===== src/hw/rtl/its_pkg.sv =====
// Shared types, codes and helper functions of the integer text scanner.
`default_nettype none

package its_pkg;

  // Accumulator and character counter widths.
  localparam int ACC_BITS   = 64;
  localparam int COUNT_BITS = 8;

  // Field widths.
  localparam int CH_BITS     = 8;
  localparam int VALUE_BITS  = 64;
  localparam int LIMIT_BITS  = 8;
  localparam int CFG_DATA_BITS  = 8;
  localparam int CFG_INDEX_BITS = 2;
  localparam int DIGIT_BITS  = 7;

  // Configuration register indexes.
  localparam logic [CFG_INDEX_BITS-1:0] REG_BASE_MODE   = 2'd0;
  localparam logic [CFG_INDEX_BITS-1:0] REG_MAX_CHARS   = 2'd1;
  localparam logic [CFG_INDEX_BITS-1:0] REG_STORE_WIDTH = 2'd2;

  // Base codes.
  localparam logic [1:0] B_AUTO = 2'd0;
  localparam logic [1:0] B_OCT  = 2'd1;
  localparam logic [1:0] B_DEC  = 2'd2;
  localparam logic [1:0] B_HEX  = 2'd3;

  // Store width codes.
  localparam logic [1:0] SW_8  = 2'd0;
  localparam logic [1:0] SW_16 = 2'd1;
  localparam logic [1:0] SW_32 = 2'd2;
  localparam logic [1:0] SW_64 = 2'd3;

  // Parse phases.
  localparam logic [2:0] PH_IDLE   = 3'd0;
  localparam logic [2:0] PH_SIGN   = 3'd1;
  localparam logic [2:0] PH_ZERO   = 3'd2;
  localparam logic [2:0] PH_PREFIX = 3'd3;
  localparam logic [2:0] PH_DIGITS = 3'd4;

  // Character codes.
  localparam logic [CH_BITS-1:0] CH_PLUS  = 8'h2B;
  localparam logic [CH_BITS-1:0] CH_MINUS = 8'h2D;
  localparam logic [CH_BITS-1:0] CH_ZERO  = 8'h30;
  localparam logic [CH_BITS-1:0] CH_NINE  = 8'h39;
  localparam logic [CH_BITS-1:0] CH_UA    = 8'h41;
  localparam logic [CH_BITS-1:0] CH_UX    = 8'h58;
  localparam logic [CH_BITS-1:0] CH_UZ    = 8'h5A;
  localparam logic [CH_BITS-1:0] CH_LA    = 8'h61;
  localparam logic [CH_BITS-1:0] CH_LX    = 8'h78;
  localparam logic [CH_BITS-1:0] CH_LZ    = 8'h7A;

  // Digit value of a byte that is no digit at all.
  localparam logic [DIGIT_BITS-1:0] DIGIT_NONE = 7'd99;
  localparam logic [CH_BITS-1:0]    LETTER_OFS = 8'd10;

  typedef struct packed {
    logic [1:0]            base_mode;
    logic [LIMIT_BITS-1:0] max_chars;
    logic [1:0]            store_width;
  } its_cfg_t;

  typedef struct packed {
    logic [2:0]            phase;
    logic [ACC_BITS-1:0]   acc;
    logic                  is_negative;
    logic                  any_digit;
    logic [COUNT_BITS-1:0] chars_used;
    logic [1:0]            active_base;
  } its_state_t;

  typedef struct packed {
    logic [VALUE_BITS-1:0] value;
    logic                  matched;
    logic                  used_char;
  } its_result_t;

  // State of the parser between numbers.
  localparam its_state_t STATE_CLEAR = '{
    phase:       PH_IDLE,
    acc:         '0,
    is_negative: 1'b0,
    any_digit:   1'b0,
    chars_used:  '0,
    active_base: B_DEC
  };

  // Digit value of a character: digits 0..9, letters 10..35, else DIGIT_NONE.
  function automatic logic [DIGIT_BITS-1:0] digit_of(input logic [CH_BITS-1:0] c,
                                                     input logic eof);
    logic [CH_BITS-1:0] d;
    d = {1'b0, DIGIT_NONE};
    if (!eof) begin
      if (c >= CH_ZERO && c <= CH_NINE) begin
        d = c - CH_ZERO;
      end else if (c >= CH_LA && c <= CH_LZ) begin
        d = c - CH_LA + LETTER_OFS;
      end else if (c >= CH_UA && c <= CH_UZ) begin
        d = c - CH_UA + LETTER_OFS;
      end
    end
    return d[DIGIT_BITS-1:0];
  endfunction

endpackage

`default_nettype wire


===== src/hw/rtl/its_char_if.sv =====
// Character input channel: valid/ready handshake with one character or end marker.
`default_nettype none

interface its_char_if;
  import its_pkg::*;

  logic               valid;
  logic               ready;
  logic [CH_BITS-1:0] ch;
  logic               end_of_input;

  modport source (output valid, output ch, output end_of_input, input ready);
  modport sink   (input valid, input ch, input end_of_input, output ready);
endinterface

`default_nettype wire


===== src/hw/rtl/its_result_if.sv =====
// Result output channel: valid/ready handshake with the parsed value and flags.
`default_nettype none

interface its_result_if;
  import its_pkg::*;

  logic                  valid;
  logic                  ready;
  logic [VALUE_BITS-1:0] value;
  logic                  matched;
  logic                  used_char;

  modport source (output valid, output value, output matched, output used_char,
                  input ready);
  modport sink   (input valid, input value, input matched, input used_char,
                  output ready);
endinterface

`default_nettype wire


===== src/hw/rtl/its_cfg.sv =====
// Configuration register file of the integer text scanner.
`default_nettype none

module its_cfg (
  input  wire logic                               clk,
  input  wire logic                               rst,
  input  wire logic                               cfg_we,
  input  wire logic [its_pkg::CFG_INDEX_BITS-1:0] cfg_index,
  input  wire logic [its_pkg::CFG_DATA_BITS-1:0]  cfg_data,
  output its_pkg::its_cfg_t                       cfg
);
  import its_pkg::*;

  its_cfg_t regs;

  // Register writes; an index past the last register is ignored.
  always_ff @(posedge clk) begin
    if (rst) begin
      regs.base_mode   <= B_DEC;
      regs.max_chars   <= '0;
      regs.store_width <= SW_32;
    end else if (cfg_we) begin
      unique case (cfg_index)
        REG_BASE_MODE:   regs.base_mode   <= cfg_data[1:0];
        REG_MAX_CHARS:   regs.max_chars   <= cfg_data[LIMIT_BITS-1:0];
        REG_STORE_WIDTH: regs.store_width <= cfg_data[1:0];
        default: begin
        end
      endcase
    end
  end

  assign cfg = regs;
endmodule

`default_nettype wire


===== src/hw/rtl/its_step.sv =====
// Next-state and result logic for one character of the integer text scanner.
`default_nettype none

module its_step (
  input  wire its_pkg::its_cfg_t            cfg,
  input  wire its_pkg::its_state_t          st,
  input  wire logic [its_pkg::CH_BITS-1:0]  ch,
  input  wire logic                         eof,
  output its_pkg::its_state_t               st_next,
  output logic                              fire,
  output its_pkg::its_result_t              result
);
  import its_pkg::*;

  localparam int CMP_BITS = (COUNT_BITS > LIMIT_BITS) ? COUNT_BITS : LIMIT_BITS;

  // True while the number may still take another character.
  function automatic logic room(input logic [COUNT_BITS-1:0] n,
                                input logic [LIMIT_BITS-1:0] lim);
    return (lim == '0) || (CMP_BITS'(n) < CMP_BITS'(lim));
  endfunction

  // Character counter that sticks at its top value.
  function automatic logic [COUNT_BITS-1:0] bump(input logic [COUNT_BITS-1:0] n);
    return (n == '1) ? n : n + 1'b1;
  endfunction

  logic [DIGIT_BITS-1:0] d;
  logic [DIGIT_BITS-1:0] r;
  logic [2:0]            ph;
  logic [1:0]            ab;
  logic [COUNT_BITS-1:0] cnt;
  logic [ACC_BITS-1:0]   acc_v;
  logic [ACC_BITS-1:0]   acc_mul;
  logic                  neg;
  logic                  anyd;
  logic                  done;
  logic                  go_digits;
  logic                  fin;
  logic                  fin_ok;
  logic                  fin_used;
  logic [VALUE_BITS-1:0] acc64;
  logic [VALUE_BITS-1:0] signed_v;
  logic [VALUE_BITS-1:0] masked_v;

  assign d = digit_of(ch, eof);

  // Walk the parse phases for this character.
  always_comb begin
    ph        = st.phase;
    ab        = st.active_base;
    cnt       = st.chars_used;
    acc_v     = st.acc;
    neg       = st.is_negative;
    anyd      = st.any_digit;
    done      = 1'b0;
    go_digits = 1'b0;
    fin       = 1'b0;
    fin_ok    = 1'b0;
    fin_used  = 1'b0;
    acc_mul   = '0;
    r         = DIGIT_BITS'(10);

    // First character of a number: sample the base and look for a sign.
    if (ph == PH_IDLE) begin
      ab = cfg.base_mode;
      if (!eof && (ch == CH_MINUS || ch == CH_PLUS)) begin
        neg  = (ch == CH_MINUS);
        cnt  = bump(cnt);
        done = 1'b1;
        if (!room(cnt, cfg.max_chars)) begin
          fin      = 1'b1;
          fin_used = 1'b1;
        end else begin
          ph = PH_SIGN;
        end
      end else begin
        ph = PH_SIGN;
      end
    end

    // Leading zero, prefix and limit handling.
    if (!done) begin
      case (ph)
        PH_SIGN: begin
          if (!eof && ch == CH_ZERO) begin
            anyd = 1'b1;
            cnt  = bump(cnt);
            done = 1'b1;
            if (!room(cnt, cfg.max_chars)) begin
              fin      = 1'b1;
              fin_ok   = 1'b1;
              fin_used = 1'b1;
            end else begin
              ph = PH_ZERO;
            end
          end else begin
            if (ab == B_AUTO) ab = B_DEC;
            go_digits = 1'b1;
          end
        end
        PH_ZERO: begin
          if (!eof && (ch == CH_LX || ch == CH_UX) && (ab == B_HEX || ab == B_AUTO)) begin
            ab   = B_HEX;
            cnt  = bump(cnt);
            anyd = 1'b0;
            ph   = PH_PREFIX;
            done = 1'b1;
          end else begin
            if (ab == B_AUTO) ab = B_OCT;
            go_digits = 1'b1;
          end
        end
        PH_PREFIX: begin
          if (d >= DIGIT_BITS'(16)) begin
            // Prefix with no hex digit after it: only the zero matched.
            acc_v  = '0;
            fin    = 1'b1;
            fin_ok = 1'b1;
            done   = 1'b1;
          end else if (!room(cnt, cfg.max_chars)) begin
            fin  = 1'b1;
            done = 1'b1;
          end else begin
            go_digits = 1'b1;
          end
        end
        PH_DIGITS: go_digits = 1'b1;
        default: done = 1'b1;
      endcase
    end

    // Digit accumulation in the active base.
    if (!done && go_digits) begin
      case (ab)
        B_OCT: begin
          r       = DIGIT_BITS'(8);
          acc_mul = acc_v << 3;
        end
        B_HEX: begin
          r       = DIGIT_BITS'(16);
          acc_mul = acc_v << 4;
        end
        default: begin
          r       = DIGIT_BITS'(10);
          acc_mul = (acc_v << 3) + (acc_v << 1);
        end
      endcase
      if (d < r) begin
        acc_v = acc_mul + ACC_BITS'(d);
        anyd  = 1'b1;
        cnt   = bump(cnt);
        ph    = PH_DIGITS;
        if (!room(cnt, cfg.max_chars)) begin
          fin      = 1'b1;
          fin_ok   = 1'b1;
          fin_used = 1'b1;
        end
      end else begin
        fin    = 1'b1;
        fin_ok = anyd;
      end
    end
  end

  // Sign and store width applied to the finished value.
  always_comb begin
    acc64    = VALUE_BITS'(acc_v);
    signed_v = neg ? (VALUE_BITS'(0) - acc64) : acc64;
    case (cfg.store_width)
      SW_8:    masked_v = {56'd0, signed_v[7:0]};
      SW_16:   masked_v = {48'd0, signed_v[15:0]};
      SW_32:   masked_v = {32'd0, signed_v[31:0]};
      default: masked_v = signed_v;
    endcase
  end

  // A finished number returns the parser to its idle state.
  always_comb begin
    if (fin || (st.phase != PH_IDLE && st.phase != PH_SIGN && st.phase != PH_ZERO &&
                st.phase != PH_PREFIX && st.phase != PH_DIGITS)) begin
      st_next = STATE_CLEAR;
    end else begin
      st_next.phase       = ph;
      st_next.acc         = acc_v;
      st_next.is_negative = neg;
      st_next.any_digit   = anyd;
      st_next.chars_used  = cnt;
      st_next.active_base = ab;
    end
  end

  assign fire             = fin;
  assign result.value     = fin_ok ? masked_v : '0;
  assign result.matched   = fin_ok;
  assign result.used_char = fin_used;
endmodule

`default_nettype wire


===== src/hw/rtl/integer_text_scanner_top.sv =====
// Top level of the integer text scanner: input register, parse step, result register.
// A transferred character waits in the input register; its result (if any) enters the result register as it moves on.
// Throughput: one character per cycle while the result side keeps taking transfers.
// The parse state is updated by the single step unit between the two registers.
// Reset (rst, synchronous, active high) empties both registers, clears the parse
// state and loads the default configuration: decimal, no limit, 32-bit store.
`default_nettype none

module integer_text_scanner_top (
  input  wire logic                               clk,
  input  wire logic                               rst,
  input  wire logic                               cfg_we,
  input  wire logic [its_pkg::CFG_INDEX_BITS-1:0] cfg_index,
  input  wire logic [its_pkg::CFG_DATA_BITS-1:0]  cfg_data,
  its_char_if.sink                                chr,
  its_result_if.source                            res
);
  import its_pkg::*;

  its_cfg_t            cfg;
  its_state_t          st;
  its_state_t          st_next;
  its_result_t         step_res;
  logic                step_fire;
  logic                in_valid;
  logic [CH_BITS-1:0]  in_ch;
  logic                in_eof;
  logic                advance;
  logic                res_valid;
  its_result_t         res_data;

  its_cfg u_cfg (
    .clk       (clk),
    .rst       (rst),
    .cfg_we    (cfg_we),
    .cfg_index (cfg_index),
    .cfg_data  (cfg_data),
    .cfg       (cfg)
  );

  its_step u_step (
    .cfg     (cfg),
    .st      (st),
    .ch      (in_ch),
    .eof     (in_eof),
    .st_next (st_next),
    .fire    (step_fire),
    .result  (step_res)
  );

  // The held character moves on when the result register has room.
  assign advance   = in_valid && (!res_valid || res.ready);
  assign chr.ready = !in_valid || advance;

  // Input register.
  always_ff @(posedge clk) begin
    if (rst) begin
      in_valid <= 1'b0;
    end else if (chr.ready) begin
      in_valid <= chr.valid;
    end
  end

  always_ff @(posedge clk) begin
    if (chr.valid && chr.ready) begin
      in_ch  <= chr.ch;
      in_eof <= chr.end_of_input;
    end
  end

  // Parse state.
  always_ff @(posedge clk) begin
    if (rst) begin
      st <= STATE_CLEAR;
    end else if (advance) begin
      st <= st_next;
    end
  end

  // Result register.
  always_ff @(posedge clk) begin
    if (rst) begin
      res_valid <= 1'b0;
    end else if (advance && step_fire) begin
      res_valid <= 1'b1;
    end else if (res.ready) begin
      res_valid <= 1'b0;
    end
  end

  always_ff @(posedge clk) begin
    if (advance && step_fire) begin
      res_data <= step_res;
    end
  end

  assign res.valid     = res_valid;
  assign res.value     = res_data.value;
  assign res.matched   = res_data.matched;
  assign res.used_char = res_data.used_char;
endmodule

`default_nettype wire


===== src/flat_wrapper.sv =====
// flat-port wrapper written by rule: the top's interface ports become plain ports
module integer_text_scanner_top_flat import its_pkg::*;
  (clk, rst, cfg_we, cfg_index, cfg_data, chr_valid, chr_ch, chr_end_of_input, chr_ready, res_valid, res_value, res_matched, res_used_char, res_ready);
  its_char_if chr_i ();
  its_result_if res_i ();
  input  wire logic clk;
  input  wire logic rst;
  input  wire logic cfg_we;
  input  wire logic [its_pkg::CFG_INDEX_BITS-1:0] cfg_index;
  input  wire logic [its_pkg::CFG_DATA_BITS-1:0] cfg_data;
  input wire logic [$bits(chr_i.valid)-1:0] chr_valid;
  input wire logic [$bits(chr_i.ch)-1:0] chr_ch;
  input wire logic [$bits(chr_i.end_of_input)-1:0] chr_end_of_input;
  output wire logic [$bits(chr_i.ready)-1:0] chr_ready;
  output wire logic [$bits(res_i.valid)-1:0] res_valid;
  output wire logic [$bits(res_i.value)-1:0] res_value;
  output wire logic [$bits(res_i.matched)-1:0] res_matched;
  output wire logic [$bits(res_i.used_char)-1:0] res_used_char;
  input wire logic [$bits(res_i.ready)-1:0] res_ready;
  assign chr_i.valid = chr_valid;
  assign chr_i.ch = chr_ch;
  assign chr_i.end_of_input = chr_end_of_input;
  assign chr_ready = chr_i.ready;
  assign res_valid = res_i.valid;
  assign res_value = res_i.value;
  assign res_matched = res_i.matched;
  assign res_used_char = res_i.used_char;
  assign res_i.ready = res_ready;
  integer_text_scanner_top u_core (.clk(clk), .rst(rst), .cfg_we(cfg_we), .cfg_index(cfg_index), .cfg_data(cfg_data), .chr(chr_i), .res(res_i));
endmodule

===== config.mk =====
export PLATFORM = sky130hd
export DESIGN_NAME = integer_text_scanner_top_flat
export DESIGN_NICKNAME = d
export VERILOG_FILES = /design/src/hw/rtl/its_pkg.sv /design/src/hw/rtl/its_char_if.sv /design/src/hw/rtl/its_result_if.sv /design/src/hw/rtl/its_cfg.sv /design/src/hw/rtl/its_step.sv /design/src/hw/rtl/integer_text_scanner_top.sv /design/src/flat_wrapper.sv
export SDC_FILE = /design/constraint.sdc
export NUM_CORES = 1
export LEC_CHECK = 0
export ABC_AREA = 0
export BUFFER_PORTS_ARGS = -buffer_cell sky130_fd_sc_hd__buf_2
export CORE_ASPECT_RATIO = 0.9
export CORE_MARGIN = 3
export CORE_UTILIZATION = 40
export DETAILED_ROUTE_END_ITERATION = 7
export PLACE_DENSITY_LB_ADDON = 0.2
export SYNTH_ARGS = -nofsm -noshare
export SYNTH_HDL_FRONTEND = slang
export SYNTH_SLANG_ARGS = --single-unit
export TNS_END_PERCENT = 30

===== constraint.sdc =====
create_clock -name clk -period 15.92 [get_ports clk]
set_clock_uncertainty 0.05 [all_clocks]
set_input_delay 3.184 -clock clk [delete_from_list [all_inputs] [get_ports clk]]
set_output_delay 3.184 -clock clk [all_outputs]
set_load 0.01 [all_outputs]

==> impl_metrics.yaml <==
grt:
  grt_pass1_vias: 18986
  grt_remaining_overflow: 0
  antenna_found_initial: 1
  grt_util_all_layers: 0.276
  grt_first_pass_wirelength_um: 112000
  grt_max_degree: 84
drt:
  dr_total_vias: 21216
  dr_wl_met2_um: 28500
  totalWireLength_um: 72900
  wl_met1_um: 34200
  dr_wl_met3_um: 8710
  ant_nets: 0
  wl_per_cell_um: 22.4
  dr.first_iter.drc_count: 2551
  highest_layer: "met5"
  post-route-drc-count: 0
  avgViaCountPerCell: 6.53
  first_pass_iters: 6
sta:
  fmax_mhz: 90.8
  tightest_slew_ns: 0.994
  setup_violations: 0
  finalMaxSlewViolations: 0
  rsz0062_at_grt: "false"
  finalSetupTns_ns: 0
  slew_headroom: 0.328
  finalHoldViolCount: 0
  period_share: 0.691
  period_needed_ns: 11.01
cts:
  numCtsBuffers: 17
  cts_tree: "built"
  htree_levels: 4
  ctsLongestPathBuffers: 2
  insertion_delay_ns: 0.45
  cts_root_buf: "clkbuf_16"
  clock_sinks: 168
  cts_resized: 0
  clk_pin_slew_ns: 0.08
  postCtsHoldBufs: 0
  postCtsSetupBuffers: 0
cells_and_area:
  mostFrequentLayoutCells: "nand2_1, nor2_1, a21oi_1"
  post-route-cell-area_um2: 20800
  regArea_um2: 4110
  syn2layout_area_growth_pct: 7.67
  final_common_cell: "nand2_1"
  nFillCells: 4811
  layout-drive-gt1-share: 0.0889
  multi_input_area_um2: 14400
  nets: 2756
power_and_ir_drop:
  p_leak_nw: 7.60
  p_sw_frac: 0.313
  power_density_nw_per_um2: 50.1
  internal_power_uw: 715
  p_switching_uw: 326
  p_seq_frac: 0.451
  power_frac_comb: 0.135
  clkPwrFrac: 0.413
  vdd_ir_drop_max_mv: 0.0581
job:
  max_cap_violations: 0
synth:
  synth_edf_count: 75
  synth_seq_cells: 168
  syn_avg_cell_area_um2: 7.31
  synth_cells: 2639
  yosysWarnings: 0
  synthArstFlopShare: 0
  syn_area_um2: 19300
  synth_flop_cell: "dfxtp_1"
  synth_nets: 2775
  synth_cell_types: 93
  yosysSeqAreaShare: 0.213
critical_path:
  critPathCaptureType: "flop"
  cp_slowest_cell: "o311ai_1"
  critPathBufInv: 3
  cp_data_arrival_time_ns: 11.15
  cp_top_family: "compound AO/OA/AOI/OAI gates"
  criticalPathCategory: "flop to flop"
  critPathLaunchType: "flop"
  worstPathRequired_ns: 16.06
  cp_max_fo: 74
  slowest_delay_ns: 0.88
die:
  ios: 92
  die_h_um: 214
  dieArea_um2: 50900
  core_area_um2: 47100
  initial_core_util: 0.410
  rows: 75
  die_w_um: 238
min_path:
  hold_class: "flop to flop"
run_status:
  outcome: "finished, final reports clean"
place:
  place.port_buffers: 91
  place_hpwl_um: 54700
  gp_congestion: 0.967
  dpl_cell_area_um2: 20200
-- synthesized netlist by cell type (44+ instances only) --
cell type | number | area, µm²
mux2i_1 | 53 | 531
a21oi_1 | 230 | 1150
clkbuf_1 | 123 | 462
xnor2_1 | 72 | 631
nand2_1 | 299 | 1120
a211oi_1 | 44 | 330
nand3_1 | 131 | 656
nand4_1 | 51 | 319
and2_1 | 71 | 444
nor2_1 | 270 | 1010
xor2_1 | 53 | 464
o21ai_0 | 144 | 721
inv_1 | 66 | 248
nor3_1 | 73 | 365
dfxtp_1 | 93 | 1860
ha_1 | 110 | 1380
edfxtp_1 | 75 | 2250
-- flip-flops by register name, indices dropped and copies added, names as in the netlist --
register / count
u_core.st: 79
u_core.res.value: 64
u_core.u_cfg.cfg: 12
u_core.in_ch: 8
u_core.in_eof: 1
u_core.in_valid: 1
u_core.res.matched: 1
u_core.res.used_char: 1
u_core.res.valid: 1
-- routing by layer --
layer  vias up  global-route usage
met3        94              0.0607
met5         -                   0
met2      1181               0.378
li1       9900                   -
met1     10039               0.434
met4         2              0.0618
-- power by group through the flow --
stage	combinational (mW)	sequential (mW)	clock, mW
6_report	0.141	0.470	0.430
5_1_grt	0.153	0.471	0.452
4_1_cts	0.138	0.470	0.436
3_5_place_dp	0.137	0.480	0
3_3_place_gp	0.137	0.480	0
2_1_floorplan	0.0899	0.480	0
-- metrics by stage --
| step | power, mW | utilization | hold WS, ns | cells | setup WS (ns) |
|---|---|---|---|---|---|
| after detailed placement | 0.617 | 0.428 | 0.397 | 3217 | 5.19 |
| after floorplan | 0.570 | - | 0.381 | 2639 | 6.13 |
| after global placement | 0.616 | 0.428 | 0.391 | 3217 | 5.63 |
| after global routing | 1.08 | 0.441 | 0.432 | 3249 | 4.05 |
| after CTS | 1.04 | 0.441 | 0.405 | 3249 | 5.17 |
| final | 1.04 | 0.441 | 0.405 | 3250 | 4.91 |
-- worst paths after layout --
check / from / to / slack (ns) / depth (start not counted)
worst max-delay path: u_core.in_ch[0]$_DFFE_PP_ / u_core.res.value[52]$_SDFFCE_PN0P_ / 4.91 / 27
worst max register to register: u_core.in_ch[0]$_DFFE_PP_ / u_core.res.value[52]$_SDFFCE_PN0P_ / 4.91 / 27
worst min-delay path: u_core.st[33]$_SDFFE_PP0P_ / u_core.st[33]$_SDFFE_PP0P_ / 0.41 / 2
worst min register to register: u_core.st[33]$_SDFFE_PP0P_ / u_core.st[33]$_SDFFE_PP0P_ / 0.41 / 2
-- cell type report --
type,count,area share
clock buffers,17,0.0205
repair buffers,121,0.0328
well taps,616,0.0371
clock inverters,15,0.00819
flip-flops and latches,168,0.198
inverters,66,0.0119
diodes,1,0.000120
multi-input cells,2246,0.691
-- worst min-delay path, stage by stage, from the launching register on --
cell and delay [ns]:
dfxtp_1 0.31, nand2_1 0.05, a21oi_1 0.05
-- cells by family after synthesis --
logic type | count (synthesis) | synth area share
compound gates | 800 | 0.275
xor+xnor | 125 | 0.0567
fa+ha+maj | 112 | 0.0734
buf+inv | 225 | 0.0462
flops | 168 | 0.213
mux | 73 | 0.0392
simple gates | 1136 | 0.296
Note: power is estimated with default switching activity, not from simulation.
